`src/sv/colp_pkg.sv`:
```
package colp_pkg;

  localparam int unsigned STAGE_COUNT = 256;
  localparam int unsigned SAMPLE_W    = 16;
  localparam int unsigned COEF_W      = 16;
  localparam int unsigned STATE_W     = 32;
  localparam int unsigned FRAC_W      = 16;

  localparam logic [COEF_W-1:0] COEF_RESET = 16'd53888;

  typedef logic signed [SAMPLE_W-1:0] sample_t;
  typedef logic [COEF_W-1:0]          coef_t;
  typedef logic signed [STATE_W-1:0]  state_t;

endpackage

```
`src/sv/colp_mac.sv`:
```
// new = x + round((p * (old - x)) / 2^16), ties toward +inf
module colp_mac (
  input  colp_pkg::state_t x,
  input  colp_pkg::state_t old,
  input  colp_pkg::coef_t  p,
  output colp_pkg::state_t y
);

  localparam int unsigned DW = colp_pkg::STATE_W + 1;
  localparam int unsigned PW = DW + colp_pkg::COEF_W + 1;

  logic signed [DW-1:0] diff;
  logic signed [PW-1:0] prod;
  logic signed [PW-1:0] biased;

  always_comb begin
    diff   = DW'(old) - DW'(x);
    prod   = $signed({1'b0, p}) * diff;
    biased = prod + (PW'(1) <<< (colp_pkg::FRAC_W - 1));
    y      = x + biased[colp_pkg::FRAC_W +: colp_pkg::STATE_W];
  end

endmodule

```
`config.mk`:
```
export PLATFORM = sky130hd
export DESIGN_NAME = colp_mac
export DESIGN_NICKNAME = d
export VERILOG_FILES = /design/src/sv/colp_pkg.sv /design/src/sv/colp_mac.sv
export SDC_FILE = /design/constraint.sdc
export NUM_CORES = 1
export LEC_CHECK = 0
export ABC_AREA = 1
export BUFFER_PORTS_ARGS = -buffer_cell sky130_fd_sc_hd__buf_4
export CELL_PAD_IN_SITES_DETAIL_PLACEMENT = 0
export CELL_PAD_IN_SITES_GLOBAL_PLACEMENT = 1
export CORE_UTILIZATION = 45
export DETAILED_ROUTE_END_ITERATION = 7
export PLACE_DENSITY_LB_ADDON = 0.1
export SLEW_MARGIN = 10
export SYNTH_ARGS = -nofsm -noshare
export SYNTH_HDL_FRONTEND = slang
export SYNTH_SLANG_ARGS = --single-unit
```
`constraint.sdc`:
```
create_clock -name vclk -period 13.1
set_input_delay 1.31 -clock vclk [all_inputs]
set_output_delay 1.31 -clock vclk [all_outputs]
set_load 0.005 [all_outputs]
```
# Word-level counts from Yosys, hierarchy flattened
# Cells that the tools add are included.
[word_totals] register_bits=0
[op_classes] multipliers=1 add_sub_neg=3
[ops] cell="$add A48 B17 Y48 const B" n=1
[ops] cell="$mul A17 B33 Y48" n=1
[ops] cell="$sub A32 B32 Y33" n=1
[ops] cell="$add A32 B32 Y32" n=1

# Logic depth before layout (Yosys ltp)
# Gate-level depths: netlist of run 1.
[depth] word_depth=4 ltp_mapped=50 mapped_depth_nobuf=49

# Least setup slack after synthesis of run 1
# OpenSTA, ideal clock, no wires.
[synth_timing] path_type="input-to-output" startpoint="input old[0]" endpoint="output y[30]" slack_ns=2.660 arrival_time_ns=9.130 path_stages=45 n_path_buf=0 path_cell_list="inv_1 > ha_1 > fa_1 > inv_1 > nand3_1 > nand2_1 > nand2_1 > nand2_2 > nand2_1 > nand2_2 > nand2_1 > nand2_1 > nand2_1 > nand2_2 > inv_1 > nor2_1 > inv_1 > fa_1 > (+9 left out) > nand2_1 > nor2_1 > nand2_1 > nor4_1 > nand3_1 > nand3_1 > xnor2_1 > inv_1 > ha_1 > nand2_1 > nor2_1 > inv_1 > nor2_1 > inv_1 > o221ai_1 > nand2_1 > nand3_1 > xor2_1"
[synth_between] elab_chain_cells=4
[synth_lines] element="start, declared" line="colp_mac.sv:4" text="input colp_pkg::state_t old,"
[synth_lines] element="$sub A32 B32 Y33" line="colp_mac.sv:17" text="diff = DW'(old) - DW'(x);"
[synth_lines] element="$mul A17 B33 Y48" line="colp_mac.sv:18" text="prod = $signed({1'b0, p}) * diff;"
[synth_lines] element="$add A48 B17 Y48" line="colp_mac.sv:19" text="biased = prod + (PW'(1) <<< (colp_pkg::FRAC_W - 1));"
[synth_lines] element="$add A32 B32 Y32" line="colp_mac.sv:20" text="y = x + biased[colp_pkg::FRAC_W +: colp_pkg::STATE_W];"
[synth_lines] element="end, declared" line="colp_mac.sv:6" text="output colp_pkg::state_t y"
# Every way passes these cells.

# Final worst setup path of run 1
[layout_timing] startpoint="input x[0]" endpoint="output y[24]"
[layout_between] elab_chain_cells=4
[layout_lines] element="start, declared" line="colp_mac.sv:3" text="input colp_pkg::state_t x,"
[layout_lines] element="$sub A32 B32 Y33" line="colp_mac.sv:17"
[layout_lines] element="$mul A17 B33 Y48" line="colp_mac.sv:18"
[layout_lines] element="$add A48 B17 Y48" line="colp_mac.sv:19"
[layout_lines] element="$add A32 B32 Y32 *" line="colp_mac.sv:20"
# Every way passes the cells marked *; elsewhere a longest branch is shown, timed or not.

==> results of run 1 <==
## worst max-delay path by stage
stage          startpoint  endpoint  slack, ns
2_1_floorplan      old[0]     y[30]       2.66
4_1_cts              x[0]     y[31]       0.61
3_3_place_gp         x[0]     y[20]       0.54
3_5_place_dp         x[0]     y[31]       0.65
5_1_grt              x[0]     y[28]     0.0008
6_report             x[0]     y[24]       0.62
## repair_timing
item,CTS,global route
setup endpoints to repair,0,2
gates resized for setup,0,2
hold buffers,0,0
## stage by stage
stage | instance area, µm² | setup WS (ns) | util, %
3_5_place_dp | 23820 | 0.6545 | 49.47
4_1_cts | 23820 | 0.6070 | 49.47
2_1_floorplan | 22170 | 2.660 | -
6_report | 23840 | 0.6216 | 49.51
5_1_grt | 23840 | 0.0007798 | 49.51
3_3_place_gp | 23820 | 0.5386 | 49.47
## critical path, delay by kind of cell
kind	cells	cell delay, ns
AO/OA/AOI/OAI	6	1.27
XOR/XNOR	2	1.06
adder cells (fa/ha/maj)	10	4.25
buffers and inverters	12	1.25
AND/OR/NAND/NOR	16	2.01
## synth_stat cells (all sizes together)
| library cell | number |
|---|---|
| nand2 | 378 |
| inv | 806 |
| fa | 492 |
| xnor2 | 40 |
| o211ai | 3 |
| buf | 15 |
| nor4 | 8 |
| o221ai | 1 |
| clkinv | 6 |
| a31oi | 10 |
| a221oi | 2 |
| or2 | 27 |
| o21a | 5 |
| a21o | 20 |
| o21bai | 6 |
| and2 | 3 |
| o31ai | 1 |
| nor3 | 17 |
| nand3 | 83 |
| o21ai | 76 |
| o211a | 1 |
| a211o | 1 |
| nor2 | 441 |
| a31o | 1 |
| nand4 | 9 |
| a21boi | 2 |
| ha | 207 |
| a21oi | 143 |
| xor2 | 54 |
| clkbuf | 46 |
| nand3b | 1 |
| o2111ai | 2 |
| a211oi | 2 |
## kinds of logic after synthesis
kind of cell,Yosys count,share of synthesized area (%)
AO/OA/AOI/OAI,276,7.175
XOR/XNOR,94,4.104
adder cells (fa/ha/maj),699,56.12
buffers and inverters,873,14.91
AND/OR/NAND/NOR,967,17.69
## cell type report
| cell class | count | share of cell area [%] |
|---|---|---|
| inverter | 812 | 12.79 |
| multi-input combinational | 2036 | 79.20 |
| tap | 656 | 3.443 |
| timing repair buffer | 145 | 4.567 |
## metal layers
layer | share of wire (%) | vias to the layer above | track usage (%)
li1 | - | 8712 | -
met1 | 42 | 9518 | 41.32
met4 | 3.5 | 0 | 9.456
met2 | 48 | 621 | 52.33
met5 | 0 | - | 0
met3 | 6.1 | 126 | 3.200
==> flow_results.xml, run 1 <==
<?xml version="1.0" encoding="UTF-8"?>
<metrics>
  <group name="timing">
    <metric name="setup_tns" unit="ns">0</metric>
    <metric name="final_number_of_max_transition_violations" unit="">0</metric>
    <metric name="rsz0062_at_grt" unit="">no</metric>
    <metric name="share_of_the_clock_period_used_by_the_worst_path_after_layout" unit="%">95.26</metric>
    <metric name="final-setup-viol-count" unit="">0</metric>
    <metric name="tightestPinTransition" unit="ns">1.149</metric>
    <metric name="slew_headroom" unit="%">22.93</metric>
    <metric name="worst_hold_slack" unit="ns">2.923</metric>
    <metric name="min_period" unit="ns">12.48</metric>
    <metric name="fmax" unit="MHz">80.14</metric>
    <metric name="final_hold_violation_count" unit="">0</metric>
  </group>
  <group name="cells_and_area">
    <metric name="filler_cell_count" unit="">4896</metric>
    <metric name="layout.cells.most_common" unit="">sky130_fd_sc_hd__inv_1</metric>
    <metric name="layout_common_cells" unit="">sky130_fd_sc_hd__inv_1 (795), sky130_fd_sc_hd__fa_1 (492), sky130_fd_sc_hd__nor2_1 (441), sky130_fd_sc_hd__nand2_1 (368), sky130_fd_sc_hd__ha_1 (207)</metric>
    <metric name="fraction_of_layout_instances_using_a_drive_strength_above_1" unit="%">6.983</metric>
    <metric name="syn2layout_area_growth" unit="%">7.542</metric>
    <metric name="n_clock_buffer" unit="">0</metric>
    <metric name="multi_input_area" unit="mm²">0.01888</metric>
    <metric name="seq_cell_count" unit="">0</metric>
    <metric name="layout.nets" unit="">3774</metric>
    <metric name="antenna_cells_inserted" unit="">0</metric>
    <metric name="layout.cells.non_filler" unit="">3649</metric>
    <metric name="area.sequential" unit="µm²">0</metric>
  </group>
  <group name="yosys">
    <metric name="yosysSeqAreaShare" unit="%">0</metric>
    <metric name="yosysTopAreaCell" unit="">sky130_fd_sc_hd__fa_1</metric>
    <metric name="netlist-cell-type-count" unit="">51</metric>
    <metric name="ys.warnings.count" unit="">0</metric>
    <metric name="synth_largest_type_area_fraction" unit="%">44.44</metric>
    <metric name="synthesis.area" unit="mm²">0.02217</metric>
    <metric name="netlist_instances" unit="">2909</metric>
    <metric name="top_cells_by_area_synth" unit="">sky130_fd_sc_hd__fa_1 (44%), sky130_fd_sc_hd__inv_1 (13%), sky130_fd_sc_hd__ha_1 (12%), sky130_fd_sc_hd__nor2_1 (7.5%), sky130_fd_sc_hd__nand2_1 (6.2%)</metric>
    <metric name="synthesized_area_divided_by_synthesized_cell_count" unit="µm²">7.619</metric>
    <metric name="syn_nets" unit="">3688</metric>
  </group>
  <group name="run">
    <metric name="timing.max_cap.violations" unit="">0</metric>
  </group>
  <group name="outcome">
    <metric name="status" unit="">finished clean</metric>
  </group>
  <group name="min_path">
    <metric name="worstHoldStart" unit="">x[0]</metric>
    <metric name="min_path_cells" unit="">3</metric>
    <metric name="endpoint_of_the_worst_hold_timing_path" unit="">y[0]</metric>
    <metric name="min-delay-path-class" unit="">in -&gt; out</metric>
  </group>
  <group name="route">
    <metric name="drcViolationCount" unit="">0</metric>
    <metric name="antenna_left" unit="">0</metric>
    <metric name="totalWireLength" unit="µm">74350</metric>
    <metric name="drt_pass1_iterations" unit="">5</metric>
    <metric name="route.detailed.vias_per_inst" unit="">5.201</metric>
    <metric name="detail_route.wl_per_cell" unit="µm">20.38</metric>
    <metric name="drt_first_iter_violations" unit="">1223</metric>
    <metric name="vias" unit="">18980</metric>
  </group>
  <group name="floorplanning">
    <metric name="die_w" unit="µm">223.9</metric>
    <metric name="core" unit="mm²">0.04815</metric>
    <metric name="die_footprint" unit="mm²">0.05015</metric>
    <metric name="design.portCount" unit="">112</metric>
    <metric name="total_number_of_placement_rows" unit="">80</metric>
    <metric name="dieHeight" unit="µm">223.9</metric>
    <metric name="initial_utilization" unit="%">46.04</metric>
  </group>
  <group name="setup_path">
    <metric name="cp_max_fo" unit="">9</metric>
    <metric name="timing.critical_path.slowest_stage_cell" unit="">sky130_fd_sc_hd__xor2_2</metric>
    <metric name="critPathLaunchType" unit="">input pin</metric>
    <metric name="cp.required" unit="ns">11.79</metric>
    <metric name="critPathCaptureType" unit="">output pin</metric>
    <metric name="slowest_delay" unit="ns">0.64</metric>
    <metric name="critical_path.most_common_cell" unit="">sky130_fd_sc_hd__inv_1</metric>
    <metric name="data_arrival_time_of_the_critical_path" unit="ns">11.17</metric>
    <metric name="critPathKind" unit="">in -&gt; out</metric>
  </group>
  <group name="cts">
    <metric name="postCtsSetupRepairBufs" unit="">0</metric>
  </group>
  <group name="place">
    <metric name="port-buffer-count" unit="">112</metric>
    <metric name="detailedPlacementHpwl" unit="µm">64580</metric>
    <metric name="placed_cells" unit="">3649</metric>
    <metric name="gp_routability_congestion" unit="">0.9257</metric>
  </group>
  <group name="global_routing">
    <metric name="grtUsageTotal" unit="%">30.80</metric>
    <metric name="grt_pass1_wl" unit="µm">116700</metric>
    <metric name="grt_antenna_before_repair" unit="">1</metric>
    <metric name="globalRoute.totalOverflow" unit="">0</metric>
    <metric name="grt_pass1_vias" unit="">20420</metric>
    <metric name="grt_max_degree" unit="">32</metric>
  </group>
</metrics>
Power of run 1 is left out: the tool's default activity adds up to more than one toggle a clock period on the data nets, which glitch-free logic cannot reach.
==> run 2, diff against run 1 <==
--- a/config.mk
+++ b/config.mk
@@ -5,7 +5,6 @@
 export SDC_FILE = /design/constraint.sdc
 export NUM_CORES = 1
 export LEC_CHECK = 0
-export ABC_AREA = 1
 export BUFFER_PORTS_ARGS = -buffer_cell sky130_fd_sc_hd__buf_4
 export CELL_PAD_IN_SITES_DETAIL_PLACEMENT = 0
 export CELL_PAD_IN_SITES_GLOBAL_PLACEMENT = 1
==> run 2 against run 1 <==
Against the previous run:
- maximum frequency is 2.4% lower
- worst setup slack got worse by 0.31 ns
- hold slack better by 0.12 ns
- first-iteration DRC count is 33% lower
- wire length is 16% lower
- count of clock-buffer cells in the layout stayed put
- global-route usage decreased by 5.2 points
- synthesized cell count down 10%
- via count decreased by 7.8%
- cell count shrank 6.4%
==> flow_results.xml, run 2 <==
<?xml version="1.0" encoding="UTF-8"?>
<metrics>
  <group name="floorplanning">
    <metric name="initial_utilization" unit="%">45.95</metric>
    <metric name="design.portCount" unit="">112</metric>
    <metric name="die_footprint" unit="mm²">0.05006</metric>
    <metric name="die_w" unit="µm">223.7</metric>
    <metric name="total_number_of_placement_rows" unit="">80</metric>
    <metric name="dieHeight" unit="µm">223.7</metric>
    <metric name="core" unit="mm²">0.04815</metric>
  </group>
  <group name="yosys">
    <metric name="post-synth-top-count-cell" unit="">sky130_fd_sc_hd__inv_1</metric>
    <metric name="synth_largest_type_area_fraction" unit="%">44.52</metric>
    <metric name="netlist_instances" unit="">2607</metric>
    <metric name="yosysSeqAreaShare" unit="%">0</metric>
    <metric name="yosysTopAreaCell" unit="">sky130_fd_sc_hd__fa_1</metric>
    <metric name="netlist_top_cells_count" unit="">sky130_fd_sc_hd__inv_1 (660), sky130_fd_sc_hd__fa_1 (492), sky130_fd_sc_hd__and2_1 (281)</metric>
    <metric name="ys.warnings.count" unit="">0</metric>
    <metric name="synthesized_area_divided_by_synthesized_cell_count" unit="µm²">8.487</metric>
    <metric name="synthesis.area" unit="mm²">0.02212</metric>
    <metric name="netlist-cell-type-count" unit="">66</metric>
    <metric name="syn_nets" unit="">3386</metric>
    <metric name="top_cells_by_area_synth" unit="">sky130_fd_sc_hd__fa_1 (45%), sky130_fd_sc_hd__ha_1 (12%), sky130_fd_sc_hd__inv_1 (11%), sky130_fd_sc_hd__and2_1 (7.9%), sky130_fd_sc_hd__nand2_1 (4.3%)</metric>
  </group>
  <group name="min_path">
    <metric name="min-delay-path-class" unit="">in -&gt; out</metric>
    <metric name="min_path_cells" unit="">4</metric>
  </group>
  <group name="cells_and_area">
    <metric name="seq_cell_count" unit="">0</metric>
    <metric name="area.sequential" unit="µm²">0</metric>
    <metric name="layout_common_cells" unit="">sky130_fd_sc_hd__inv_1 (660), sky130_fd_sc_hd__fa_1 (488), sky130_fd_sc_hd__and2_1 (281), sky130_fd_sc_hd__buf_4 (266), sky130_fd_sc_hd__nand2_1 (252)</metric>
    <metric name="layout.cells.most_common" unit="">sky130_fd_sc_hd__inv_1</metric>
    <metric name="antenna_cells_inserted" unit="">0</metric>
    <metric name="fraction_of_layout_instances_using_a_drive_strength_above_1" unit="%">12.07</metric>
    <metric name="layout.nets" unit="">3541</metric>
    <metric name="n_clock_buffer" unit="">0</metric>
    <metric name="syn2layout_area_growth" unit="%">12.62</metric>
    <metric name="layout.cells.non_filler" unit="">3416</metric>
  </group>
  <group name="place">
    <metric name="gp_routability_congestion" unit="">0.8886</metric>
    <metric name="port-buffer-count" unit="">112</metric>
    <metric name="detailedPlacementHpwl" unit="µm">50650</metric>
    <metric name="detailedPlace.worstSlack" unit="ns">0.05976</metric>
    <metric name="placed_cells" unit="">3405</metric>
  </group>
  <group name="cts">
    <metric name="cts.hold.buffers_added" unit="">0</metric>
  </group>
  <group name="setup_path">
    <metric name="slowest_delay" unit="ns">0.51</metric>
    <metric name="critPathLaunchType" unit="">input pin</metric>
    <metric name="critical_path.most_common_cell" unit="">sky130_fd_sc_hd__buf_4</metric>
    <metric name="cp_max_fo" unit="">5</metric>
    <metric name="critPathKind" unit="">in -&gt; out</metric>
    <metric name="cp.required" unit="ns">11.79</metric>
    <metric name="critPathCaptureType" unit="">output pin</metric>
    <metric name="data_arrival_time_of_the_critical_path" unit="ns">11.48</metric>
    <metric name="timing.critical_path.slowest_stage_cell" unit="">sky130_fd_sc_hd__fa_1</metric>
  </group>
  <group name="global_routing">
    <metric name="grt_max_degree" unit="">50</metric>
    <metric name="grtUsageTotal" unit="%">25.59</metric>
    <metric name="grt_antenna_before_repair" unit="">1</metric>
    <metric name="grt_pass1_wl" unit="µm">100800</metric>
    <metric name="globalRoute.totalOverflow" unit="">0</metric>
    <metric name="grt_pass1_vias" unit="">18760</metric>
  </group>
  <group name="timing">
    <metric name="final-setup-viol-count" unit="">0</metric>
    <metric name="setup_tns" unit="ns">0</metric>
    <metric name="slew_headroom" unit="%">18.73</metric>
    <metric name="tightestPinTransition" unit="ns">1.217</metric>
    <metric name="fmax" unit="MHz">78.19</metric>
    <metric name="final_number_of_max_transition_violations" unit="">0</metric>
    <metric name="min_period" unit="ns">12.79</metric>
    <metric name="worst_hold_slack" unit="ns">3.039</metric>
    <metric name="final_hold_violation_count" unit="">0</metric>
    <metric name="fin_ws" unit="ns">0.3103</metric>
    <metric name="share_of_the_clock_period_used_by_the_worst_path_after_layout" unit="%">97.63</metric>
  </group>
  <group name="route">
    <metric name="totalWireLength" unit="µm">62150</metric>
    <metric name="detail_route.wl_per_cell" unit="µm">18.19</metric>
    <metric name="drt_first_iter_violations" unit="">817</metric>
    <metric name="drcViolationCount" unit="">0</metric>
    <metric name="drt_pass1_iterations" unit="">5</metric>
    <metric name="antenna_left" unit="">0</metric>
    <metric name="route.detailed.vias_per_inst" unit="">5.120</metric>
    <metric name="vias" unit="">17490</metric>
  </group>
  <group name="run">
    <metric name="timing.max_cap.violations" unit="">0</metric>
  </group>
  <group name="outcome">
    <metric name="status" unit="">finished clean</metric>
  </group>
</metrics>
run 2: changes by cell type in the layout (fill, tap and decap cells not counted), moves of 18 or more:
| cell | delta |
|---|---|
| sky130_fd_sc_hd__nor2_1 | -402 |
| sky130_fd_sc_hd__nand3b_1 | +18 |
| sky130_fd_sc_hd__nand2_1 | -116 |
| sky130_fd_sc_hd__xnor2_1 | +33 |
| sky130_fd_sc_hd__xor2_1 | -24 |
| sky130_fd_sc_hd__buf_4 | +121 |
| sky130_fd_sc_hd__o21ai_0 | -22 |
| sky130_fd_sc_hd__a21oi_1 | -80 |
| sky130_fd_sc_hd__nand3_1 | -68 |
| sky130_fd_sc_hd__a21o_1 | +31 |
| sky130_fd_sc_hd__inv_1 | -135 |
| sky130_fd_sc_hd__nand2b_1 | +22 |
| sky130_fd_sc_hd__nor2b_1 | +47 |
| sky130_fd_sc_hd__and2_1 | +278 |
run 2: path summary, 6_finish.rpt:
check	start	endpoint	slack (ns)
min	x[0]	y[0]	3.04
max	old[0]	y[31]	0.31
run 2: cell type report:
type                       instances  area, µm²
fill                            4663      23230
inverter                         661       2481
tap                              656      820.8
timing repair buffer             273       2120
multi-input combinational       1826      19500
run 2: stage by stage:
stage / util (%) / area, µm²
after floorplan: - / 22130
after global placement: 50.90 / 24510
after detailed placement: 50.90 / 24510
after CTS: 50.90 / 24510
after global routing: 51.75 / 24920
final: 51.75 / 24920
run 2: kinds of logic (layout without fill, tap and decap cells):
group	after synthesis	in the layout	synth area share [%]
compound gates	285	285	8.692
xor+xnor	96	96	3.862
fa+ha+maj	699	699	56.22
buf+inv	781	934	13.33
simple gates	746	746	17.89
run 2: layer usage:
| layer | routed length, µm | vias up | part of all wire, % | global-route usage, % |
|---|---|---|---|---|
| met5 | 0 | - | 0 | 0 |
| met1 | 27140 | 8879 | 44 | 35.06 |
| met2 | 31430 | 416 | 51 | 45.42 |
| met3 | 2481 | 68 | 4.0 | 1.744 |
| met4 | 1093 | 0 | 1.8 | 3.425 |
| li1 | - | 8126 | - | - |
run 2: critical path: cells and delay by family:
kind / cells / cell delay, ns
fa+ha+maj: 10 / 3.99
compound gates: 16 / 2.94
buf+inv: 14 / 1.48
simple gates: 8 / 1.04
xor+xnor: 4 / 0.68
run 2: repair_timing:
item,CTS,global route
resized for setup,0,65
buffers inserted,0,10
setup endpoints to repair,0,11
Power of run 2 is left out for the same reason.
